--- src/rtl/mrsw_pkg.sv ---
// ----------------------------------------------------------------------------
// mrsw_pkg
// Shared types and constants for the single-witness Miller-Rabin tester.
// ----------------------------------------------------------------------------
package mrsw_pkg;

  // Default datapath width and the fixed width of the input fields.
  localparam int MRSW_WIDTH = 32;
  localparam int IN_W       = 32;

  // Controller states.
  typedef enum logic [3:0] {
    S_IDLE,
    S_SCREEN,
    S_RED,
    S_RED_WAIT,
    S_TZ,
    S_POW,
    S_MUL_R_WAIT,
    S_MUL_B,
    S_MUL_B_WAIT,
    S_TEST,
    S_SQ_CHK,
    S_SQ_WAIT,
    S_DONE
  } state_t;

  // Commands from the controller to the datapath.
  typedef struct packed {
    logic load;
    logic red_start;
    logic red_take;
    logic tz_shift;
    logic mul_r_start;
    logic mul_b_start;
    logic mul_sq_start;
    logic take_r;
    logic take_b;
    logic set_verdict;
    logic verdict_val;
  } cmd_t;

  // Status from the datapath to the controller.
  typedef struct packed {
    logic n_lt2;
    logic n_gt5;
    logic n_even;
    logic n_mul5;
    logic rem_done;
    logic q_odd;
    logic e_zero;
    logic e_lsb;
    logic mul_done;
    logic r_is_one;
    logic r_is_nm1;
    logic k_zero;
  } status_t;

endpackage

--- src/rtl/mrsw_rem.sv ---
// ----------------------------------------------------------------------------
// mrsw_rem
// Iterative restoring remainder unit, one dividend bit per cycle.
// ----------------------------------------------------------------------------
module mrsw_rem import mrsw_pkg::*; #(
  parameter int WIDTH = MRSW_WIDTH
) (
  input  logic             clk,
  input  logic             rst,
  input  logic             start,
  input  logic [WIDTH-1:0] dividend,
  input  logic [WIDTH-1:0] divisor,
  output logic             done,
  output logic [WIDTH-1:0] rem
);

  localparam int CW = (WIDTH > 1) ? $clog2(WIDTH) : 1;

  logic             busy;
  logic [CW-1:0]    cnt;
  logic [WIDTH-1:0] dv;
  logic [WIDTH-1:0] dvs;
  logic [WIDTH-1:0] rem_next;
  logic [WIDTH:0]   r_ext;
  logic [WIDTH:0]   diff;

  always_comb begin
    r_ext = {rem, dv[WIDTH-1]};
    diff  = r_ext - {1'b0, dvs};
    // For a nonzero divisor, the partial remainder always stays below it.
    if (r_ext >= {1'b0, dvs}) begin
      rem_next = diff[WIDTH-1:0];
    end else begin
      rem_next = r_ext[WIDTH-1:0];
    end
  end

  always_ff @(posedge clk) begin
    if (rst) begin
      busy <= 1'b0;
      done <= 1'b0;
    end else begin
      done <= 1'b0;
      if (start) begin
        busy <= 1'b1;
        cnt  <= '0;
        rem  <= '0;
        dv   <= dividend;
        dvs  <= divisor;
      end else if (busy) begin
        rem <= rem_next;
        dv  <= dv << 1;
        cnt <= cnt + CW'(1);
        if (cnt == CW'(WIDTH - 1)) begin
          busy <= 1'b0;
          done <= 1'b1;
        end
      end
    end
  end

endmodule

--- src/rtl/mrsw_mulmod.sv ---
// ----------------------------------------------------------------------------
// mrsw_mulmod
// Iterative modular multiplier by shift-and-add, one multiplier bit a cycle.
// ----------------------------------------------------------------------------
module mrsw_mulmod import mrsw_pkg::*; #(
  parameter int WIDTH = MRSW_WIDTH
) (
  input  logic             clk,
  input  logic             rst,
  input  logic             start,
  input  logic [WIDTH-1:0] x,
  input  logic [WIDTH-1:0] y,
  input  logic [WIDTH-1:0] m,
  output logic             done,
  output logic [WIDTH-1:0] product
);

  logic             busy;
  logic [WIDTH-1:0] xx;
  logic [WIDTH-1:0] yy;
  logic [WIDTH-1:0] mm;
  logic [WIDTH-1:0] room;
  logic [WIDTH-1:0] acc_next;
  logic [WIDTH-1:0] xx_next;

  // Both operands are below the modulus, so each sum either stays below it
  // or needs one subtraction, taken here as a compare against m - xx.
  always_comb begin
    room = mm - xx;
    if (product >= room) begin
      acc_next = product - room;
    end else begin
      acc_next = product + xx;
    end
    if (xx >= room) begin
      xx_next = xx - room;
    end else begin
      xx_next = xx + xx;
    end
  end

  always_ff @(posedge clk) begin
    if (rst) begin
      busy <= 1'b0;
      done <= 1'b0;
    end else begin
      done <= 1'b0;
      if (start) begin
        busy    <= 1'b1;
        product <= '0;
        xx      <= x;
        yy      <= y;
        mm      <= m;
      end else if (busy) begin
        if (yy == '0) begin
          busy <= 1'b0;
          done <= 1'b1;
        end else begin
          if (yy[0]) begin
            product <= acc_next;
          end
          xx <= xx_next;
          yy <= yy >> 1;
        end
      end
    end
  end

endmodule

--- src/rtl/mrsw_datapath.sv ---
// ----------------------------------------------------------------------------
// mrsw_datapath
// Operand registers, exponent and square counters, remainder and multiplier.
// ----------------------------------------------------------------------------
module mrsw_datapath import mrsw_pkg::*; #(
  parameter int WIDTH = MRSW_WIDTH
) (
  input  logic            clk,
  input  logic            rst,
  input  cmd_t            cmd,
  input  logic [IN_W-1:0] witness,
  input  logic [IN_W-1:0] number_to_test,
  output status_t         status,
  output logic            verdict
);

  localparam int KW = $clog2(WIDTH);

  logic [63:0]      wit_ext;
  logic [63:0]      num_ext;
  logic [WIDTH-1:0] n_in;
  logic [WIDTH-1:0] n;
  logic [WIDTH-1:0] nm1;
  logic [WIDTH-1:0] a;
  logic [WIDTH-1:0] base;
  logic [WIDTH-1:0] e;
  logic [WIDTH-1:0] r;
  logic [KW-1:0]    k;

  logic [63:0]      n_wide;
  logic [32:0]      f32;
  logic [17:0]      f16;
  logic [10:0]      f8;
  logic [7:0]       f4a;
  logic [4:0]       f4b;
  logic [4:0]       f4c;

  logic             rem_start;
  logic [WIDTH-1:0] rem_dividend;
  logic [WIDTH-1:0] rem_divisor;
  logic             rem_done;
  logic [WIDTH-1:0] rem_val;

  logic             mul_start;
  logic [WIDTH-1:0] mul_x;
  logic [WIDTH-1:0] mul_y;
  logic             mul_done;
  logic [WIDTH-1:0] mul_p;

  // Input bits above the datapath width are dropped; narrower inputs are
  // zero extended.
  assign wit_ext = {32'd0, witness};
  assign num_ext = {32'd0, number_to_test};
  assign n_in    = num_ext[WIDTH-1:0];

  // Since 2^4, 2^8, 2^16 and 2^32 are all 1 modulo 5, folding the halves
  // of n onto each other keeps its residue; the last fold is at most 15.
  assign n_wide = 64'(n);
  assign f32    = {1'b0, n_wide[63:32]} + {1'b0, n_wide[31:0]};
  assign f16    = {1'b0, f32[32:16]} + {2'b0, f32[15:0]};
  assign f8     = {1'b0, f16[17:8]} + {3'b0, f16[7:0]};
  assign f4a    = {1'b0, f8[10:4]} + {4'b0, f8[3:0]};
  assign f4b    = {1'b0, f4a[7:4]} + {1'b0, f4a[3:0]};
  assign f4c    = {4'b0, f4b[4]} + {1'b0, f4b[3:0]};

  assign rem_start    = cmd.red_start;
  assign rem_dividend = a;
  assign rem_divisor  = n;

  assign mul_start = cmd.mul_r_start | cmd.mul_b_start | cmd.mul_sq_start;

  always_comb begin
    mul_x = r;
    mul_y = r;
    if (cmd.mul_r_start) begin
      mul_y = base;
    end else if (cmd.mul_b_start) begin
      mul_x = base;
      mul_y = base;
    end
  end

  mrsw_rem #(.WIDTH(WIDTH)) u_rem (
    .clk      (clk),
    .rst      (rst),
    .start    (rem_start),
    .dividend (rem_dividend),
    .divisor  (rem_divisor),
    .done     (rem_done),
    .rem      (rem_val)
  );

  mrsw_mulmod #(.WIDTH(WIDTH)) u_mul (
    .clk     (clk),
    .rst     (rst),
    .start   (mul_start),
    .x       (mul_x),
    .y       (mul_y),
    .m       (n),
    .done    (mul_done),
    .product (mul_p)
  );

  always_ff @(posedge clk) begin
    if (cmd.load) begin
      a   <= wit_ext[WIDTH-1:0];
      n   <= n_in;
      nm1 <= n_in - WIDTH'(1);
      e   <= n_in - WIDTH'(1);
      k   <= '0;
      r   <= WIDTH'(1);
    end
    if (cmd.red_take) begin
      base <= rem_val;
    end
    if (cmd.tz_shift) begin
      e <= e >> 1;
      k <= k + KW'(1);
    end
    if (cmd.take_r) begin
      r <= mul_p;
    end
    if (cmd.take_b) begin
      base <= mul_p;
      e    <= e >> 1;
    end
    if (cmd.mul_sq_start) begin
      k <= k - KW'(1);
    end
    if (cmd.set_verdict) begin
      verdict <= cmd.verdict_val;
    end
  end

  assign status.n_lt2    = (n < WIDTH'(2));
  assign status.n_gt5    = (n > WIDTH'(5));
  assign status.n_even   = ~n[0];
  assign status.n_mul5   = (f4c inside {5'd0, 5'd5, 5'd10, 5'd15});
  assign status.rem_done = rem_done;
  assign status.q_odd    = e[0];
  assign status.e_zero   = (e == '0);
  assign status.e_lsb    = e[0];
  assign status.mul_done = mul_done;
  assign status.r_is_one = (r == WIDTH'(1));
  assign status.r_is_nm1 = (r == nm1);
  assign status.k_zero   = (k == '0);

endmodule

--- src/rtl/mrsw_ctrl.sv ---
// ----------------------------------------------------------------------------
// mrsw_ctrl
// Sequencer for screening, reduction, exponentiation and squaring steps.
// ----------------------------------------------------------------------------
module mrsw_ctrl import mrsw_pkg::*; (
  input  logic    clk,
  input  logic    rst,
  input  logic    start,
  input  status_t status,
  output cmd_t    cmd,
  output logic    busy,
  output logic    done
);

  state_t state;
  state_t state_next;

  always_ff @(posedge clk) begin
    if (rst) begin
      state <= S_IDLE;
    end else begin
      state <= state_next;
    end
  end

  always_comb begin
    state_next = state;
    case (state)
      S_IDLE: begin
        if (start) state_next = S_SCREEN;
      end
      S_SCREEN: begin
        if (status.n_lt2) begin
          state_next = S_DONE;
        end else if (status.n_gt5 && (status.n_even || status.n_mul5)) begin
          state_next = S_DONE;
        end else begin
          state_next = S_RED;
        end
      end
      S_RED:       state_next = S_RED_WAIT;
      S_RED_WAIT: begin
        if (status.rem_done) state_next = S_TZ;
      end
      S_TZ: begin
        if (status.q_odd) state_next = S_POW;
      end
      S_POW: begin
        if (status.e_zero) begin
          state_next = S_TEST;
        end else if (status.e_lsb) begin
          state_next = S_MUL_R_WAIT;
        end else begin
          state_next = S_MUL_B;
        end
      end
      S_MUL_R_WAIT: begin
        if (status.mul_done) state_next = S_MUL_B;
      end
      S_MUL_B:      state_next = S_MUL_B_WAIT;
      S_MUL_B_WAIT: begin
        if (status.mul_done) state_next = S_POW;
      end
      S_TEST: begin
        state_next = status.r_is_one ? S_DONE : S_SQ_CHK;
      end
      S_SQ_CHK: begin
        if (status.k_zero || status.r_is_nm1) begin
          state_next = S_DONE;
        end else begin
          state_next = S_SQ_WAIT;
        end
      end
      S_SQ_WAIT: begin
        if (status.mul_done) state_next = S_SQ_CHK;
      end
      S_DONE:  state_next = S_IDLE;
      default: state_next = S_IDLE;
    endcase
  end

  always_comb begin
    cmd  = '0;
    busy = (state != S_IDLE);
    done = 1'b0;
    case (state)
      S_IDLE: begin
        cmd.load = start;
      end
      S_SCREEN: begin
        if (status.n_lt2 || (status.n_gt5 && (status.n_even || status.n_mul5))) begin
          cmd.set_verdict = 1'b1;
        end
      end
      S_RED: begin
        cmd.red_start = 1'b1;
      end
      S_RED_WAIT: begin
        cmd.red_take = status.rem_done;
      end
      S_TZ: begin
        cmd.tz_shift = ~status.q_odd;
      end
      S_POW: begin
        cmd.mul_r_start = ~status.e_zero & status.e_lsb;
      end
      S_MUL_R_WAIT: begin
        cmd.take_r = status.mul_done;
      end
      S_MUL_B: begin
        cmd.mul_b_start = 1'b1;
      end
      S_MUL_B_WAIT: begin
        cmd.take_b = status.mul_done;
      end
      S_TEST: begin
        if (status.r_is_one) begin
          cmd.set_verdict = 1'b1;
          cmd.verdict_val = 1'b1;
        end
      end
      S_SQ_CHK: begin
        if (status.k_zero) begin
          cmd.set_verdict = 1'b1;
        end else if (status.r_is_nm1) begin
          cmd.set_verdict = 1'b1;
          cmd.verdict_val = 1'b1;
        end else begin
          cmd.mul_sq_start = 1'b1;
        end
      end
      S_SQ_WAIT: begin
        cmd.take_r = status.mul_done;
      end
      S_DONE: begin
        done = 1'b1;
      end
      default: begin
        cmd = '0;
      end
    endcase
  end

endmodule

--- src/rtl/miller_rabin_single_witness.sv ---
// ----------------------------------------------------------------------------
// miller_rabin_single_witness
// Single-witness Miller-Rabin primality test with a one-bit verdict.
// ----------------------------------------------------------------------------
//
//  Channel   Signals                          Handshake
//  --------  -------------------------------  --------------------------------
//  request   witness, number_to_test          beat taken when start & !busy
//  result    verdict                          beat valid for one cycle on done
//
// The run time grows with b, the bit length of the odd part of n-1, and
// with k, its count of trailing zeros; it is set mostly by the shared
// shift-and-add modular multiplier, which works through the multiplier
// bits one at a time. Screens for n below two and for even n or multiples
// of five above five end a test straight from the screening state into the
// done state. Reset is synchronous and returns the sequencer to idle. The
// receiver cannot stall: the verdict is shown for one cycle with done, and
// busy stays high from the accepted beat until that cycle.
//
module miller_rabin_single_witness import mrsw_pkg::*; #(
  parameter int WIDTH = MRSW_WIDTH
) (
  input  logic            clk,
  input  logic            rst,
  input  logic            start,
  output logic            busy,
  input  logic [IN_W-1:0] witness,
  input  logic [IN_W-1:0] number_to_test,
  output logic            done,
  output logic            verdict
);

  // Commands from the sequencer and status back from the datapath.
  cmd_t    cmd;
  status_t status;

  // The sequencer walks through the screens, the reduction of the witness
  // modulo n, the trailing-zero count of n-1, the square-and-multiply loop
  // and finally the chain of squarings that looks for n-1.
  mrsw_ctrl u_ctrl (
    .clk    (clk),
    .rst    (rst),
    .start  (start),
    .status (status),
    .cmd    (cmd),
    .busy   (busy),
    .done   (done)
  );

  // The datapath holds the operands, the remainder unit and the shared modular
  // multiplier; the verdict register is written once per test.
  mrsw_datapath #(.WIDTH(WIDTH)) u_dp (
    .clk            (clk),
    .rst            (rst),
    .cmd            (cmd),
    .witness        (witness),
    .number_to_test (number_to_test),
    .status         (status),
    .verdict        (verdict)
  );

endmodule
--- config.mk ---
export PLATFORM = sky130hd
export DESIGN_NAME = miller_rabin_single_witness
export DESIGN_NICKNAME = d
export VERILOG_FILES = /design/src/rtl/mrsw_pkg.sv /design/src/rtl/mrsw_rem.sv /design/src/rtl/mrsw_mulmod.sv /design/src/rtl/mrsw_datapath.sv /design/src/rtl/mrsw_ctrl.sv /design/src/rtl/miller_rabin_single_witness.sv
export SDC_FILE = /design/constraint.sdc
export NUM_CORES = 1
export LEC_CHECK = 0
export BUFFER_PORTS_ARGS = -buffer_cell sky130_fd_sc_hd__buf_4
export CORE_MARGIN = 1.5
export CORE_UTILIZATION = 38
export DETAILED_ROUTE_END_ITERATION = 8
export PLACE_DENSITY_LB_ADDON = 0.25
export SETUP_SLACK_MARGIN = 0.15
export SKIP_LAST_GASP = 1
export SYNTH_ARGS = -nofsm -noshare
export SYNTH_HDL_FRONTEND = slang
export SYNTH_HIERARCHICAL = 1
export SYNTH_SLANG_ARGS = --single-unit
export TNS_END_PERCENT = 30
--- constraint.sdc ---
create_clock -name clk -period 8.7 [get_ports clk]
set_input_delay 0.435 -clock clk [delete_from_list [all_inputs] [get_ports clk]]
set_output_delay 0.435 -clock clk [all_outputs]
set_load 0.005 [all_outputs]
-- Word-level counts from Yosys, hierarchy flattened
Cells that the tools add are included.
- bits in latches: 0
- memory bits (read-only): 0
- word-level logic and storage cells: 173
- bits in registers: 435
- memories kept: 0
- RAM bits: 0
- $add $sub $neg: 15
- reduce and logical (&&, ||, !) cells: 28
- multipliers: 0
- eq/ne operators: 25
- div/mod/pow operators: 0
- shifts and indexed selects: 0
- order comparisons: 5
- muxes and demuxes: 69
- bitwise logic cells: 9
- operators with widths (operator ; count):
    two-way mux 32 bit ; 22
    subtractor 32 bit ; 4
    two-way mux 31 bit ; 3
    adder 32 bit ; 2
    >= comparator 32 bit ; 2
    logical NOT 32 bit ; 2
    one-hot mux 4 bit (12 select lines) ; 1
    two-way mux 4 bit ; 9
    >= comparator 33 x 32 -> 1 bit ; 1
    equality test 32 x 1 -> 1 bit (second input constant) ; 1
    equality test 32 bit ; 1
    greater-than comparator 32 x 3 -> 1 bit (second input constant) ; 1
    less-than comparator 32 x 2 -> 1 bit (second input constant) ; 1
    subtractor 32 x 1 -> 32 bit (second input constant) ; 1
    two-way mux 1 bit ; 24
    equality test 4 bit (second input constant) ; 5
    two-way mux 5 bit ; 4
    adder 16 x 16 -> 17 bit ; 1
    equality test 4 x 3 -> 1 bit (second input constant) ; 4
    != test 2 x 1 -> 1 bit (second input constant) ; 6
    adder 10 x 8 -> 11 bit ; 1
    adder 5 x 1 -> 5 bit (second input constant) ; 2
    equality test 5 x 4 -> 1 bit (second input constant) ; 2
    logical NOT 5 bit ; 2
    28 further kinds ; 49

-- Logic depth before layout (Yosys ltp)
- depth in word-level cells: 12
- depth in mapped cells: 35

-- Hierarchy
Netlist, hierarchy kept.
- by module, submodules not included (module ; area each (µm²) ; cells an instance ; times used ; seq. area each (µm²)):
    mrsw_mulmod ; 11503.5 ; 1183 ; 1 ; 3883.7
    mrsw_datapath ; 10530.1 ; 777 ; 1 ; 5935.7
    mrsw_rem ; 6064.6 ; 542 ; 1 ; 3072.9
    mrsw_ctrl ; 550.5 ; 79 ; 1 ; 80.1

-- Least setup slack after synthesis
Ideal clock, no wire load.
- kind: register -> register
- start: register u_dp.k[0]
- end: register u_dp.u_mul.product[0] (enable)
- period minus slack after synthesis: 6538 ps
- data arrival time: 6148 ps
- slack: 2162 ps
- required time: 8309 ps
- path buffers: 1
- cell stages (with the launch flop): 11
- path through: edfxtp_1 > inv_1 > ha_1 > nor4b_1 > or2_2 > nor3_1 > clkbuf_1 > or3_1 > clkinv_1 > o22ai_1 > o21a_1
- RTL lines (what ; line ; text):
    from (decl) ; mrsw_datapath.sv:28 ; logic [KW-1:0] k;
    from (signal assigned) ; mrsw_datapath.sv:118 ; k <= k + KW'(1);
    from (signal assigned) ; mrsw_datapath.sv:128 ; k <= k - KW'(1);
    to (signal assigned) ; mrsw_mulmod.sv:60 ; product <= acc_next;
    to (decl) ; mrsw_mulmod.sv:15 ; output logic [WIDTH-1:0] product

==> summary.txt <==
Vias per cell = 5.65
Setup TNS = 0 ps
Fraction of registers with async set/reset = 0%
Crit path DAT = 8240 ps
Ys Warns = 6
Largest net degree at the start of global routing = 70
CTS H-Tree Depth = 2
Grt ovf = 0
Cell Rows = 100
Setup repair bufs after CTS = 0
Synth area leaders = edfxtp_1 (45%), ha_1 (8.5%), mux2_2 (7.4%)
Die area = 77000 um^2
Clk slew on worst S/H paths = 60 ps
Sw power = 4.38 mW
Cts bufs inserted = 50
Status = completed
Die height = 278 um
GRT Total Usage = 21.1%
Initial antenna violation count = 4
Final setup violation count = 0
WP buf/inv = 3
Power per standard cell area = 338 nW/um^2
Area growth syn-to-layout = 12.3%
Slowest CP cell = o21ai_0
CP most frequent cell = ha_1
Critical path launch point type = flop
DRC violations left = 0
Fin crit period = 7750 ps
Layout cells sized above 1 = 15.4%
Starting Density = 38.4%
Via count = 20800
Die Width = 278 um
RSZ-0062 raised after global routing = no
Clk pwr share = 19.7%
CTS tree = yes
Max-slew violation count = 0
Most frequent cells in the layout = edfxtp_1 (426), ha_1 (194), mux2_2 (188), nor2_1 (168), a21oi_1 (163)
Max incr delay on CP = 690 ps
Main synth FF type = edfxtp_1
Cell-internal power = 6.50 mW
Register area share after synthesis = 45.3%
Yosys cell types = 112
Initial DRC count = 1614
Placed inst area = 30200 um^2
Max-Cap Viols = 0
Post-detailed-route count of antenna-violating nets = 0
DP Wirelength = 63100 um
Antenna Cells = 0
Commonest non-fill, non-tap cell in the layout = edfxtp_1
Flop pwr share = 28.9%
Sw Share = 40.2%
Hold crit path type = primary input to flop
Share of the synthesized area in the top cell type = 44.7%
First-pass GRT wire length = 125000 um
Seq cells post-synth = 435
Crit. End Element = flop
CTS root buffer = clkbuf_16
Final instance area = 32200 um^2
Worst skew pair latency = 640 ps
Peak VDD IR = 2.14 mV
Synth area leader = edfxtp_1
F_max = 129 MHz
Fin nets = 2940
CP delay by family, top = adder cells
Drt pass-1 iters = 5
Post-synth EDFFs = 426
Worst EP required = 9190 ps
Clock sink count = 435
Number of port buffers = 69
Crit Path Category = flop to flop
Core box area = 74600 um^2
Clock Tree Buf Depth = 3
Clock skew = 32.9 ps
Mean Syn Cell Area = 11.1 um^2
Worst-Margin Slew = 1170 ps
Vias in the first global route = 20500
Slew headroom = 21.7%
Routed WL = 82500 um
Worst Path Max Fanout = 4
Combinational power share = 51.4%
Post-Syn Nets = 2851
FILL cells = 6924
Hold Vio Cnt, Final = 0
Routed WL per cell = 22.4 um
Synth Cell Area = 28600 um^2
# IOs = 70
Period utilisation layout = 89.1%
Routability cong. = 0.914
Lkg Pwr = 12.1 nW
Post-Synthesis Cells = 2581
==> worst paths after layout <==
check | start | slack [ps] | to | cells after the start
max | u_dp/n[0] | 950 | u_ctrl/state[2] | 35
min | number_to_test[15] | 40 | u_dp/n[15] | 1
max reg2reg | u_dp/n[0] | 950 | u_ctrl/state[2] | 35
min reg2reg | u_dp/u_rem/busy | 490 | u_dp/u_rem/done | 1
==> worst register-to-register path, delay by kind of cell (launching register included) <==
| family | cells | cell delay [ps] |
|---|---|---|
| buf+inv | 3 | 190 |
| flops | 1 | 410 |
| fa+ha+maj | 10 | 2970 |
| xor+xnor | 5 | 850 |
| compound gates | 11 | 2440 |
| simple gates | 6 | 730 |
==> registers in the layout (all words and copies together), names as in the netlist, 5 cells and up <==
register            count
u_dp/u_mul/product     32
u_dp/u_rem/rem         32
u_dp/u_rem/dv          32
u_dp/u_mul/xx          32
u_dp/k                  5
u_dp/u_mul/mm          32
u_dp/u_mul/yy          32
u_dp/a                 32
u_dp/n                 32
u_dp/u_rem/dvs         32
u_dp/r                 32
u_dp/nm1               32
u_dp/base              32
u_dp/u_rem/cnt          5
u_dp/e                 32
==> synth_stat cells (6+ instances only) <==
cell	count
edfxtp_1	426
ha_1	194
mux2_2	188
nor2_1	173
a21oi_1	163
nand2_1	147
inv_1	132
xnor2_1	131
xor2_1	104
a21o_1	71
o21ai_0	68
mux2i_1	58
clkbuf_1	50
nand3_1	50
nor4_1	50
nor3_1	41
and2_1	39
o21ai_1	35
nor2b_1	33
a211oi_1	31
nand4_1	24
o21a_1	24
a31oi_1	22
nand2b_1	22
and3_1	20
o21bai_1	19
buf_4	13
o211ai_1	13
or3_1	11
buf_2	10
o31ai_1	10
buf_1	9
dfxtp_1	9
fa_1	9
or2_2	9
a211o_1	8
nand3b_1	8
o22ai_1	7
o31a_1	6
==> metal layers <==
metal  vias up  share of wire, %  GRT usage [%]
li1       9844                 -              -
met4         0               4.0           8.66
met5         -                 0              0
met1     10100                45           29.1
met3       130               6.0           3.08
met2       666                45           33.3
==> cell families (layout without fill, tap and decap cells) <==
group / Yosys count / after routing / share of synthesized area, %
compound gates: 567 / 567 / 13.5
simple gates: 665 / 665 / 11.9
mux: 248 / 248 / 9.49
buf+inv: 220 / 348 / 3.20
xor+xnor: 237 / 237 / 7.30
flops: 435 / 435 / 45.3
fa+ha+maj: 209 / 209 / 9.33
==> area by class of cell <==
type / instances / area, um^2 / area share (%)
inverters: 134 / 503 / 1.56
multi-input cells: 1926 / 14800 / 46.1
flip-flops and latches: 435 / 13000 / 40.3
repair buffers: 123 / 1010 / 3.13
well taps: 969 / 1210 / 3.77
clock inverters: 32 / 372 / 1.15
clock buffers: 59 / 1280 / 3.99
==> power groups by stage <==
| stage | Sequential (mW) | Clock, mW | Combinational [mW] |
|---|---|---|---|
| 6_report | 3.14 | 2.14 | 5.60 |
| 2_1_floorplan | 3.00 | 0 | 4.46 |
| 3_5_place_dp | 3.18 | 0 | 5.56 |
| 4_1_cts | 3.13 | 2.20 | 5.60 |
| 3_3_place_gp | 3.17 | 0 | 5.40 |
| 5_1_grt | 3.17 | 2.27 | 6.25 |
==> repair_timing <==
| item | in CTS | in global routing |
|---|---|---|
| hold buffers | 33 | 0 |
| gates resized for setup | 0 | 0 |
| hold endpoints to repair | 33 | 0 |
==> through the flow <==
stage / instances / worst slack [ps] / util, % / power [mW] / hold slack (ps)
2_1_floorplan: 2581 / 2160 / - / 7.46 / 444
3_3_place_gp: 3554 / 1300 / 40.5 / 8.57 / 492
3_5_place_dp: 3554 / 1090 / 40.5 / 8.74 / 491
4_1_cts: 3678 / 993 / 43.2 / 10.9 / 2.91
5_1_grt: 3678 / 357 / 43.2 / 11.7 / 9.63
6_report: 3678 / 949 / 43.2 / 10.9 / 37.0
Note: power is estimated with default switching activity, not from simulation.
